$ cat config.mk
export PLATFORM = sky130hd
export DESIGN_NAME = dcc_packet_bit_serializer_core
export DESIGN_NICKNAME = d
export VERILOG_FILES = /design/src/rtl/core/dcc_pkg.sv /design/src/rtl/core/dcc_packet_bit_serializer_core.sv /design/src/rtl/core/dcc_frame_build.sv /design/src/rtl/core/dcc_bit_seq.sv
export SDC_FILE = /design/constraint.sdc
export NUM_CORES = 1
export LEC_CHECK = 0
export BUFFER_PORTS_ARGS = -buffer_cell sky130_fd_sc_hd__buf_2
export CAP_MARGIN = 40
export CORE_MARGIN = 2
export CORE_UTILIZATION = 39
export DETAILED_ROUTE_END_ITERATION = 7
export SYNTH_ARGS = -nofsm -noshare
export SYNTH_HDL_FRONTEND = slang
export SYNTH_SLANG_ARGS = --single-unit
$ cat constraint.sdc
create_clock -name i_clk -period 4.64 [get_ports i_clk]
set_input_delay 0.464 -clock i_clk [delete_from_list [all_inputs] [get_ports i_clk]]
set_output_delay 0.464 -clock i_clk [all_outputs]
set_load 0.03 [all_outputs]
$ cat src/rtl/core/dcc_pkg.sv
// shared types and constants for the dcc packet bit serializer
// used by dcc_frame_build, dcc_bit_seq and dcc_packet_bit_serializer_core
package dcc_pkg;

    localparam int SYMBOL_WIDTH = 16;
    localparam logic [15:0] SYM_MASK = (SYMBOL_WIDTH >= 16) ? 16'hFFFF
                                     : 16'((32'd1 << SYMBOL_WIDTH) - 32'd1);

    // request kinds
    localparam logic [1:0] REQ_THROTTLE = 2'd0;
    localparam logic [1:0] REQ_IDLE     = 2'd1;
    localparam logic [1:0] REQ_RESET    = 2'd2;

    // register indexes
    localparam logic [2:0] REG_POWER    = 3'd0;
    localparam logic [2:0] REG_PREAMBLE = 3'd1;
    localparam logic [2:0] REG_CLOSER   = 3'd2;
    localparam logic [2:0] REG_ZERO     = 3'd3;
    localparam logic [2:0] REG_ONE      = 3'd4;

    localparam logic [4:0] PREAMBLE_MAX   = 5'd20;
    localparam logic [3:0] CLOSER_MAX     = 4'd8;
    localparam logic [4:0] PREAMBLE_RESET = 5'd14;
    localparam logic [3:0] CLOSER_RESET   = 4'd1;

    localparam int FRAME_BITS = 36;   // four bytes with their start bits
    localparam int CNT_W      = 6;

    localparam logic [7:0] CMD_BASE   = 8'h40;
    localparam logic [7:0] LONG_BASE  = 8'hC0;
    localparam logic [13:0] SHORT_MAX = 14'd127;

    typedef struct packed {
        logic                  send;    // request kind produces a packet
        logic [FRAME_BITS-1:0] bits;    // start bits and data, msb first
        logic [CNT_W-1:0]      nbits;   // 27 or 36
    } t_frame;

    typedef struct packed {
        logic valid;
        logic bit_value;
        logic last;
    } t_sym;

endpackage

$ cat src/rtl/core/dcc_packet_bit_serializer_core.sv
// dcc packet bit serializer: config registers, request port, output register
// depends on dcc_pkg, dcc_frame_build and dcc_bit_seq
//
// usage:
//   a request (throttle, idle or reset packet) enters on the s_axis group;
//   the packet leaves on the m_axis group as one symbol per track bit:
//   preamble ones, each byte as a zero start bit and 8 bits msb first,
//   the xor error byte, then closer ones; tlast marks the final closer bit.
//   symbol words and lengths come from the apb registers.
//   write them while idle only; the block itself does not enforce this.
//   a request loads the sequencer; each symbol is registered at the output.
//   throughput: a packet is preamble + 9 * bytes + closer symbols (28 to 64),
//   one per cycle while the receiver takes them, from the single sequencer
//   counter and shift register; the next request is taken once the last
//   symbol has left the sequencer. with track power off or an unknown
//   request kind a request is taken and dropped, the sequencer stays idle.
//   a receiver stall holds the output register and freezes the sequencer;
//   no symbol is lost or repeated.
//   reset: registers return to power off, preamble 14, closer 1,
//   zero code 0, one code 1; sequencer idle, output empty.
module dcc_packet_bit_serializer_core (
    input  logic        i_clk,
    input  logic        i_rst_n,
    // request: cab_address[13:0], speed_step[18:14], direction[19], zero pad
    input  logic        s_axis_tvalid,
    output logic        s_axis_tready,
    input  logic [23:0] s_axis_tdata,
    input  logic [1:0]  s_axis_tuser,   // req_type[1:0]
    // symbol: symbol_code[15:0], bit_value[16], zero pad
    output logic        m_axis_tvalid,
    input  logic        m_axis_tready,
    output logic [23:0] m_axis_tdata,
    output logic        m_axis_tlast,   // last_symbol
    // configuration
    input  logic        psel,
    input  logic        penable,
    input  logic        pwrite,
    input  logic [4:0]  paddr,
    input  logic [31:0] pwdata,
    output logic [31:0] prdata,
    output logic        pready
);
    import dcc_pkg::*;

    logic        r_power;
    logic [4:0]  r_preamble;
    logic [3:0]  r_closer;
    logic [15:0] r_zero_code;
    logic [15:0] r_one_code;

    logic        r_out_valid;
    logic [15:0] r_out_code;
    logic        r_out_bit;
    logic        r_out_last;

    logic [2:0] reg_idx;
    logic       wr_en;
    logic       start;
    logic       adv;
    logic       seq_idle;
    t_frame     frame;
    t_sym       sym;

    assign pready  = 1'b1;
    assign reg_idx = paddr[4:2];
    assign wr_en   = psel && penable && pwrite;

    always_comb begin
        unique case (reg_idx)
            REG_POWER:    prdata = {31'd0, r_power};
            REG_PREAMBLE: prdata = {27'd0, r_preamble};
            REG_CLOSER:   prdata = {28'd0, r_closer};
            REG_ZERO:     prdata = {16'd0, r_zero_code};
            REG_ONE:      prdata = {16'd0, r_one_code};
            default:      prdata = 32'd0;
        endcase
    end

    always_ff @(posedge i_clk) begin
        if (!i_rst_n) begin
            r_power     <= 1'b0;
            r_preamble  <= PREAMBLE_RESET;
            r_closer    <= CLOSER_RESET;
            r_zero_code <= 16'd0;
            r_one_code  <= 16'd1;
        end else if (wr_en) begin
            unique case (reg_idx)
                REG_POWER:    r_power     <= pwdata[0];
                REG_PREAMBLE: r_preamble  <= pwdata[4:0];
                REG_CLOSER:   r_closer    <= pwdata[3:0];
                REG_ZERO:     r_zero_code <= pwdata[15:0];
                REG_ONE:      r_one_code  <= pwdata[15:0];
                default:      ;
            endcase
        end
    end

    assign s_axis_tready = seq_idle;
    assign start         = s_axis_tvalid && seq_idle;
    assign adv           = !r_out_valid || m_axis_tready;

    dcc_frame_build u_build (
        .i_req_type    (s_axis_tuser),
        .i_cab_address (s_axis_tdata[13:0]),
        .i_speed_step  (s_axis_tdata[18:14]),
        .i_direction   (s_axis_tdata[19]),
        .o_frame       (frame)
    );

    dcc_bit_seq u_seq (
        .i_clk      (i_clk),
        .i_rst_n    (i_rst_n),
        .i_start    (start),
        .i_frame    (frame),
        .i_power    (r_power),
        .i_preamble (r_preamble),
        .i_closer   (r_closer),
        .i_adv      (adv),
        .o_idle     (seq_idle),
        .o_sym      (sym)
    );

    always_ff @(posedge i_clk) begin
        if (!i_rst_n) begin
            r_out_valid <= 1'b0;
        end else if (sym.valid) begin
            r_out_valid <= 1'b1;
        end else if (m_axis_tready) begin
            r_out_valid <= 1'b0;
        end
        if (sym.valid) begin
            r_out_code <= (sym.bit_value ? r_one_code : r_zero_code) & SYM_MASK;
            r_out_bit  <= sym.bit_value;
            r_out_last <= sym.last;
        end
    end

    assign m_axis_tvalid = r_out_valid;
    assign m_axis_tdata  = {7'd0, r_out_bit, r_out_code};
    assign m_axis_tlast  = r_out_last;

endmodule

$ cat src/rtl/core/dcc_frame_build.sv
// builds the start-bit framed byte string of one packet, error byte included
// depends on dcc_pkg
module dcc_frame_build (
    input  logic [1:0]      i_req_type,
    input  logic [13:0]     i_cab_address,
    input  logic [4:0]      i_speed_step,
    input  logic            i_direction,
    output dcc_pkg::t_frame o_frame
);
    import dcc_pkg::*;

    logic [7:0] cmd;
    logic [7:0] b0, b1, b2, chk;
    logic       long_form;

    always_comb begin
        cmd       = CMD_BASE | {2'b00, i_direction, i_speed_step};
        long_form = 1'b0;
        b0        = 8'h00;
        b1        = 8'h00;
        b2        = 8'h00;
        o_frame.send = 1'b1;
        unique case (i_req_type)
            REQ_THROTTLE: begin
                if (i_cab_address > SHORT_MAX) begin
                    long_form = 1'b1;
                    b0 = LONG_BASE | {2'b00, i_cab_address[13:8]};
                    b1 = i_cab_address[7:0];
                    b2 = cmd;
                end else begin
                    b0 = i_cab_address[7:0];
                    b1 = cmd;
                end
            end
            REQ_IDLE: begin
                b0 = 8'hFF;
            end
            REQ_RESET: begin
                b0 = 8'h00;
            end
            default: begin
                o_frame.send = 1'b0;
            end
        endcase
        chk = b0 ^ b1 ^ b2;
        if (long_form) begin
            o_frame.bits  = {1'b0, b0, 1'b0, b1, 1'b0, b2, 1'b0, chk};
            o_frame.nbits = CNT_W'(36);
        end else begin
            o_frame.bits  = {1'b0, b0, 1'b0, b1, 1'b0, chk, 9'd0};
            o_frame.nbits = CNT_W'(27);
        end
    end

endmodule

$ cat src/rtl/core/dcc_bit_seq.sv
// packet sequencer: one shared down counter walks preamble, data and closer
// and a shift register hands out the data bits; depends on dcc_pkg
module dcc_bit_seq (
    input  logic            i_clk,
    input  logic            i_rst_n,
    input  logic            i_start,     // request accepted
    input  dcc_pkg::t_frame i_frame,
    input  logic            i_power,
    input  logic [4:0]      i_preamble,
    input  logic [3:0]      i_closer,
    input  logic            i_adv,       // output slot can take a symbol
    output logic            o_idle,
    output dcc_pkg::t_sym   o_sym
);
    import dcc_pkg::*;

    localparam logic [1:0] S_IDLE = 2'd0;
    localparam logic [1:0] S_PRE  = 2'd1;
    localparam logic [1:0] S_DATA = 2'd2;
    localparam logic [1:0] S_CLO  = 2'd3;

    logic [1:0]            r_state, n_state;
    logic [CNT_W-1:0]      r_cnt, n_cnt;
    logic [FRAME_BITS-1:0] r_shift, n_shift;
    logic [CNT_W-1:0]      r_nbits, n_nbits;
    logic [3:0]            r_clo, n_clo;

    logic [4:0] pre_eff;
    logic [3:0] clo_eff;
    logic       cnt_end;

    assign pre_eff = (i_preamble > PREAMBLE_MAX) ? PREAMBLE_MAX : i_preamble;
    assign clo_eff = (i_closer == 4'd0) ? 4'd1
                   : ((i_closer > CLOSER_MAX) ? CLOSER_MAX : i_closer);
    assign cnt_end = (r_cnt == CNT_W'(1));
    assign o_idle  = (r_state == S_IDLE);

    always_comb begin
        n_state = r_state;
        n_cnt   = r_cnt;
        n_shift = r_shift;
        n_nbits = r_nbits;
        n_clo   = r_clo;
        o_sym.valid     = 1'b0;
        o_sym.bit_value = 1'b1;
        o_sym.last      = 1'b0;
        unique case (r_state)
            S_IDLE: begin
                if (i_start && i_power && i_frame.send) begin
                    n_shift = i_frame.bits;
                    n_nbits = i_frame.nbits;
                    n_clo   = clo_eff;
                    // a zero preamble goes straight to the first start bit
                    if (pre_eff == 5'd0) begin
                        n_state = S_DATA;
                        n_cnt   = i_frame.nbits;
                    end else begin
                        n_state = S_PRE;
                        n_cnt   = CNT_W'(pre_eff);
                    end
                end
            end
            S_PRE: begin
                if (i_adv) begin
                    o_sym.valid = 1'b1;
                    n_cnt = r_cnt - CNT_W'(1);
                    if (cnt_end) begin
                        n_state = S_DATA;
                        n_cnt   = r_nbits;
                    end
                end
            end
            S_DATA: begin
                o_sym.bit_value = r_shift[FRAME_BITS-1];
                if (i_adv) begin
                    o_sym.valid = 1'b1;
                    n_shift = {r_shift[FRAME_BITS-2:0], 1'b0};
                    n_cnt   = r_cnt - CNT_W'(1);
                    if (cnt_end) begin
                        n_state = S_CLO;
                        n_cnt   = CNT_W'(r_clo);
                    end
                end
            end
            S_CLO: begin
                o_sym.last = cnt_end;
                if (i_adv) begin
                    o_sym.valid = 1'b1;
                    n_cnt = r_cnt - CNT_W'(1);
                    if (cnt_end) begin
                        n_state = S_IDLE;
                    end
                end
            end
            default: begin
                n_state = S_IDLE;
            end
        endcase
    end

    always_ff @(posedge i_clk) begin
        if (!i_rst_n) begin
            r_state <= S_IDLE;
            r_cnt   <= '0;
        end else begin
            r_state <= n_state;
            r_cnt   <= n_cnt;
        end
        r_shift <= n_shift;
        r_nbits <= n_nbits;
        r_clo   <= n_clo;
    end

endmodule
-- After elaboration in Yosys (flattened, before gate mapping)
Cells that the tools add are included.
- register bits: 115
- output and inout bits: 60
- logic and storage cells: 103
- add/sub/neg operators: 1
- magnitude comparators: 3
- equality and inequality tests: 17
- muxes and demuxes: 39
- bitwise logic cells: 2
- reductions and logical operators: 26
- operators by type and width (operator ; count):
    one-hot mux 16 bit (5 select lines) ; 1
    2-to-1 mux 36 bit ; 2
    one-hot mux 36 bit (2 select lines) ; 1
    2-to-1 mux 6 bit ; 7
    2-to-1 mux 8 bit ; 4
    one-hot mux 6 bit (4 select lines) ; 1
    2-to-1 mux 23 bit ; 1
    2-to-1 mux 16 bit ; 1
    2-to-1 mux 2 bit ; 8
    one-hot mux 8 bit (2 select lines) ; 1
    bitwise XOR 8 bit ; 2
    > comparator 14 x 7 -> 1 bit, second input constant ; 1
    AND reduction 2 bit ; 6
    2-to-1 mux 1 bit ; 8
    inequality test 2 x 1 -> 1 bit, second input constant ; 4
    one-hot mux 2 bit (4 select lines) ; 1
    2-to-1 mux 7 bit ; 1
    AND reduction 7 bit ; 1
    == test 2 bit, second input constant ; 3
    == test 3 x 2 -> 1 bit, second input constant ; 2
    == test 6 x 1 -> 1 bit, second input constant ; 1
    inequality test 2 bit, second input constant ; 3
    OR reduction 3 bit ; 2
    subtractor 6 x 1 -> 6 bit, second input constant ; 1
    other kinds (18) ; 25

-- Logic depth before layout (Yosys ltp)
- depth after elaboration: 9
- depth in mapped cells: 8
- gate-level depth less buffers: 7

-- By module
Synthesis repeated with hierarchy kept, for this count alone.
- cells, all modules: 588
- area, all modules: 6262.3 µm²
- by module, submodules not included (module ; times used ; cells each ; area an instance (µm²) ; seq. area each (µm²)):
    dcc_packet_bit_serializer_core ; 1 ; 274 ; 2894.0 ; 1401.3
    dcc_bit_seq ; 1 ; 197 ; 2691.3 ; 1541.5
    dcc_frame_build ; 1 ; 117 ; 676.9 ; 0.0

-- Least setup slack after synthesis
OpenSTA, ideal clock, no wires.
- kind: register -> register
- start: reg u_seq.r_state[0]
- end: reg u_seq.r_shift[0], enable pin
- arrival: 3924 ps
- data required time: 4156 ps
- setup slack: 232 ps
- cell stages (with the launch flop): 7
- path buffers: 1
- period minus slack after synthesis: 4408 ps
- cell sequence: dfxtp_1 inv_1 ha_1 clkbuf_1 inv_1 a21oi_1 a211oi_1
- cells in the longest elaborated chain, start to end: 6
- RTL lines (item ; RTL line ; RTL):
    start, declared ; dcc_bit_seq.sv:22 ; logic [1:0] r_state, n_state;
    start signal, assigned ; dcc_bit_seq.sv:106 ; r_state <= n_state;
    zero test 2 bit (*) ; dcc_bit_seq.sv:36 ; assign o_idle = (r_state == S_IDLE);
    via s_axis_tready ; dcc_packet_bit_serializer_core.sv:26 ; output logic s_axis_tready,
    logical AND 1 bit ; dcc_packet_bit_serializer_core.sv:99 ; assign start = s_axis_tvalid && seq_idle;
    logical AND 1 bit (2 in a row) ; dcc_bit_seq.sv:49 ; if (i_start && i_power && i_frame.send) begin
    inequality test 2 x 1 -> 1 bit (no line) ; n/a ;
    AND reduction 3 bit (no line) (*) ; n/a ;
    end signal, assigned ; dcc_bit_seq.sv:109 ; r_shift <= n_shift;
    end, declared ; dcc_bit_seq.sv:24 ; logic [FRAME_BITS-1:0] r_shift, n_shift;
Mark *: on every way through the listed nets, which the timed path passes. The rest lies on a longest branch.
A chain may end at the register's enable or synchronous reset.

-- Final worst setup path
- start: in paddr[3]
- end: out prdata[9]
- cells in the longest elaborated chain, start to end: 2
- RTL lines (item ; RTL line ; RTL):
    start, declared ; dcc_packet_bit_serializer_core.sv:38 ; input logic [4:0] paddr,
    == test 3 bit, or another cell as far along ; dcc_packet_bit_serializer_core.sv:69 ; unique case (reg_idx)
    one-hot mux 16 bit (5 select lines) (*) ; dcc_packet_bit_serializer_core.sv:69 ;
    end, declared ; dcc_packet_bit_serializer_core.sv:40 ; output logic [31:0] prdata,
Mark *: on every way between the ends. The rest lies on a longest branch, timed or not.

==> flow_summary.json <==
{
  "outcome": "completed",
  "async_reset_ff_share_pct": 0,
  "rows": 44,
  "rsz0062_at_grt": "no",
  "overflow": 0,
  "final_common_cell": "nand2_1",
  "antennaDiodeCount": 0,
  "reg2regPathDepth": 8,
  "combPwrFrac_pct": 36.1,
  "relSlewSlack_pct": 44.9,
  "port_buffers": 83,
  "drive_gt1_share_pct": 20.2,
  "grtUsageTotal_pct": 17.3,
  "synth_top_family_by_area": "compound AO/OA/AOI/OAI gates",
  "synth-main-ff-cell": "edfxtp_1",
  "ys_ff_latch": 111,
  "viasPerCell": 5.23,
  "path_clk_slew_ns": 0.07,
  "synth_adder_area_share_pct": 1.54,
  "synth_area_leaders": "edfxtp_1 (32%), dfxtp_1 (18%), nand2_1 (7.1%), mux2i_1 (4.0%), mux2_2 (3.4%)",
  "tns_ns": 0,
  "switchingPower_mw": 1.32,
  "slew_viol_final": 0,
  "startpoint_type": "primary input",
  "cts_tree": "built",
  "cts_setup_buffers": 0,
  "hpwl_um": 9340,
  "wl_um": 13500,
  "grt_pass1_vias": 4221,
  "die_width_um": 125,
  "clock_skew_ns": 0.00908,
  "arrival_ns": 1.94,
  "startpoint": "paddr[3]",
  "synth_seq_area_share_pct": 49.5,
  "r2r-start": "u_seq.r_state[0]",
  "ctsResizeCount": 0,
  "synth_mux_area_share_pct": 7.79,
  "cts_root_buf": "clkbuf_16",
  "r2r-end": "u_seq.r_cnt[3]",
  "vias": 4331,
  "synth_edf_count": 60,
  "crit_slowest_cell": "and2_1",
  "die_y_um": 125,
  "mostFrequentLayoutCells": "nand2_1 (108), buf_2 (83), edfxtp_1 (60), dfxtp_1 (51), nor2_1 (26)",
  "r2r_slack_ns": 2.24,
  "tightest_slew_ns": 0.819,
  "required_ns": 4.18,
  "intPower_mw": 2.19,
  "crit_family": "simple AND/OR/NAND/NOR gates",
  "hold_violations": 0,
  "gp_congestion": 0.865,
  "fin_nets": 716,
  "synth_xor_area_share_pct": 3.07,
  "core_area_um2": 14400,
  "cpPeakStageDelay_ns": 0.52,
  "synth_area_leader_cell": "edfxtp_1",
  "drc": 0,
  "synth_simple_gate_area_share_pct": 15.6,
  "synth_cells": 575,
  "hp-start": "pwdata[12]",
  "netlist_area_um2": 5700,
  "worst-path-buf-inv": 2,
  "synth_top_area_share_pct": 31.6,
  "numCtsBuffers": 9,
  "p_leak_nw": 2.42,
  "peakVddDrop_v": 0.000208,
  "grt_pass1_wl_um": 21900,
  "maxCapViolations": 0,
  "worstHoldEndpoint": "r_zero_code[12]",
  "grt_max_degree": 65,
  "seqPwrFrac_pct": 42.7,
  "worstSetupEndpointType": "primary output",
  "start_util_pct": 39.5,
  "area_growth_pct": 13.5,
  "pin_count": 130,
  "path_cells": "buf_2 > nor2b_1 > and2_1 > a22o_1 > buf_2",
  "synth_cell_types": 58,
  "final_antenna_net_count": 0,
  "cts_sinks": 111,
  "period_minus_slack_ns": 2.41,
  "syn_area_per_cell_um2": 9.92,
  "hold_class": "in -> reg",
  "cp_common_cell": "buf_2",
  "wl_per_cell_um": 16.3,
  "fmax_mhz": 416,
  "crit_path_max_fanout": 12,
  "worstSetupPathType": "in -> out",
  "firstDrtPassIters": 5,
  "clockBufferDepth": 2,
  "drtIter0Drc": 285,
  "setup_viol": 0,
  "cts_hold_buf": 0,
  "hold_depth": 3,
  "htreeDepth": 3,
  "fin_crit_sh_pct": 51.9,
  "clk-insertion-delay-late_ns": 0.35,
  "total_power_mw": 3.51,
  "antenna_found_initial": 0,
  "ys_warn_count": 0,
  "pwr-share-clk_pct": 21.2,
  "switching_share_pct": 37.6,
  "die-area_um2": 15600,
  "synth_compound_area_share_pct": 16.2,
  "power_density_nw_per_um2": 542
}
## how the worst max path moves through the flow
| stage | endpoint | slack (ns) | depth (start not counted) |
|---|---|---|---|
| floorplan | u_seq.r_shift[0] | 0.23 | 6 |
| detailed placement | u_seq.r_cnt[4] | 1.95 | 8 |
| global route | u_seq.r_shift[10] | 2.05 | 6 |
| global placement | u_seq.r_cnt[4] | 1.95 | 8 |
| finish | prdata[9] | 2.23 | 5 |
| CTS | u_seq.r_shift[16] | 2.21 | 6 |
## flip-flops by register name, indices dropped and copies added (netlist names), 2 cells and up
signal / cells
r_preamble: 5
r_out_code: 16
u_seq.r_nbits: 2
u_seq.r_state: 2
u_seq.r_shift: 36
u_seq.r_clo: 4
r_closer: 4
r_one_code: 16
r_zero_code: 16
u_seq.r_cnt: 6
## cell usage after synthesis (all sizes together) (6+ instances only)
master and n:
a21boi 33, or3 6, o21ai 27, mux2i 23, a211oi 9, edfxtp 60
nand2 108, and2 8, nor3 8, ha 7, dfxtp 51, a21oi 12
nand3 7, xnor2 13, mux2 17, nor2 27, a22o 11, clkbuf 28
nor2b 13, o31ai 12, xor2 7, inv 9, buf 31
## worst register-to-register path, delay by kind of cell, from the launching register on
kind / cells / cell delay (ns)
AND/OR/NAND/NOR: 2 / 0.68
AO/OA/AOI/OAI: 3 / 0.67
buffers and inverters: 2 / 0.41
flip-flops: 1 / 0.38
adder cells (fa/ha/maj): 1 / 0.20
## through the flow
stage               area (µm²)  std cells  hold WS, ns  setup WS [ns]  util, %
floorplan                 5790        597        0.442          0.232        -
global route              6470        828        0.364           2.05     44.9
finish                    6470        828        0.358           2.23     44.9
CTS                       6470        828        0.347           2.21     44.9
global placement          6160        810        0.454           1.95     42.7
detailed placement        6190        812        0.465           1.95     42.9
## layout make-up
class	instances	area, µm²
Sequential cell	111	2820
Timing Repair Buffer	90	479
Clock inverter	6	43.8
Tap cell	184	230
Fill cell	1413	7950
Inverter	9	33.8
Clock buffer	10	239
Multi-Input combinational cell	418	2630
## power groups by stage
stage                     combinational, mW  sequential (mW)  clock (mW)
after floorplan                       0.804             1.64           0
after global placement                 1.23             1.51           0
after detailed placement               1.27             1.52           0
after CTS                              1.28             1.50       0.768
after global routing                   1.40             1.52       0.805
final                                  1.27             1.50       0.744
## routing by layer
metal,share of wire [%],up-vias,GRT usage [%]
li1,-,2119,-
met1,45,2096,23.0
met2,49,104,28.4
met3,4.7,12,4.08
met4,1.3,0,4.64
met5,0,-,0
## cell families after synthesis
logic type	Yosys count
AOI/OAI and AO/OA	130
other	2
adders and majority gates	7
and+or+nand+nor	196
DFF	111
buffers and inverters	68
xor gates and xnor gates	20
muxes	41
Note: power is estimated with default switching activity, not from simulation.
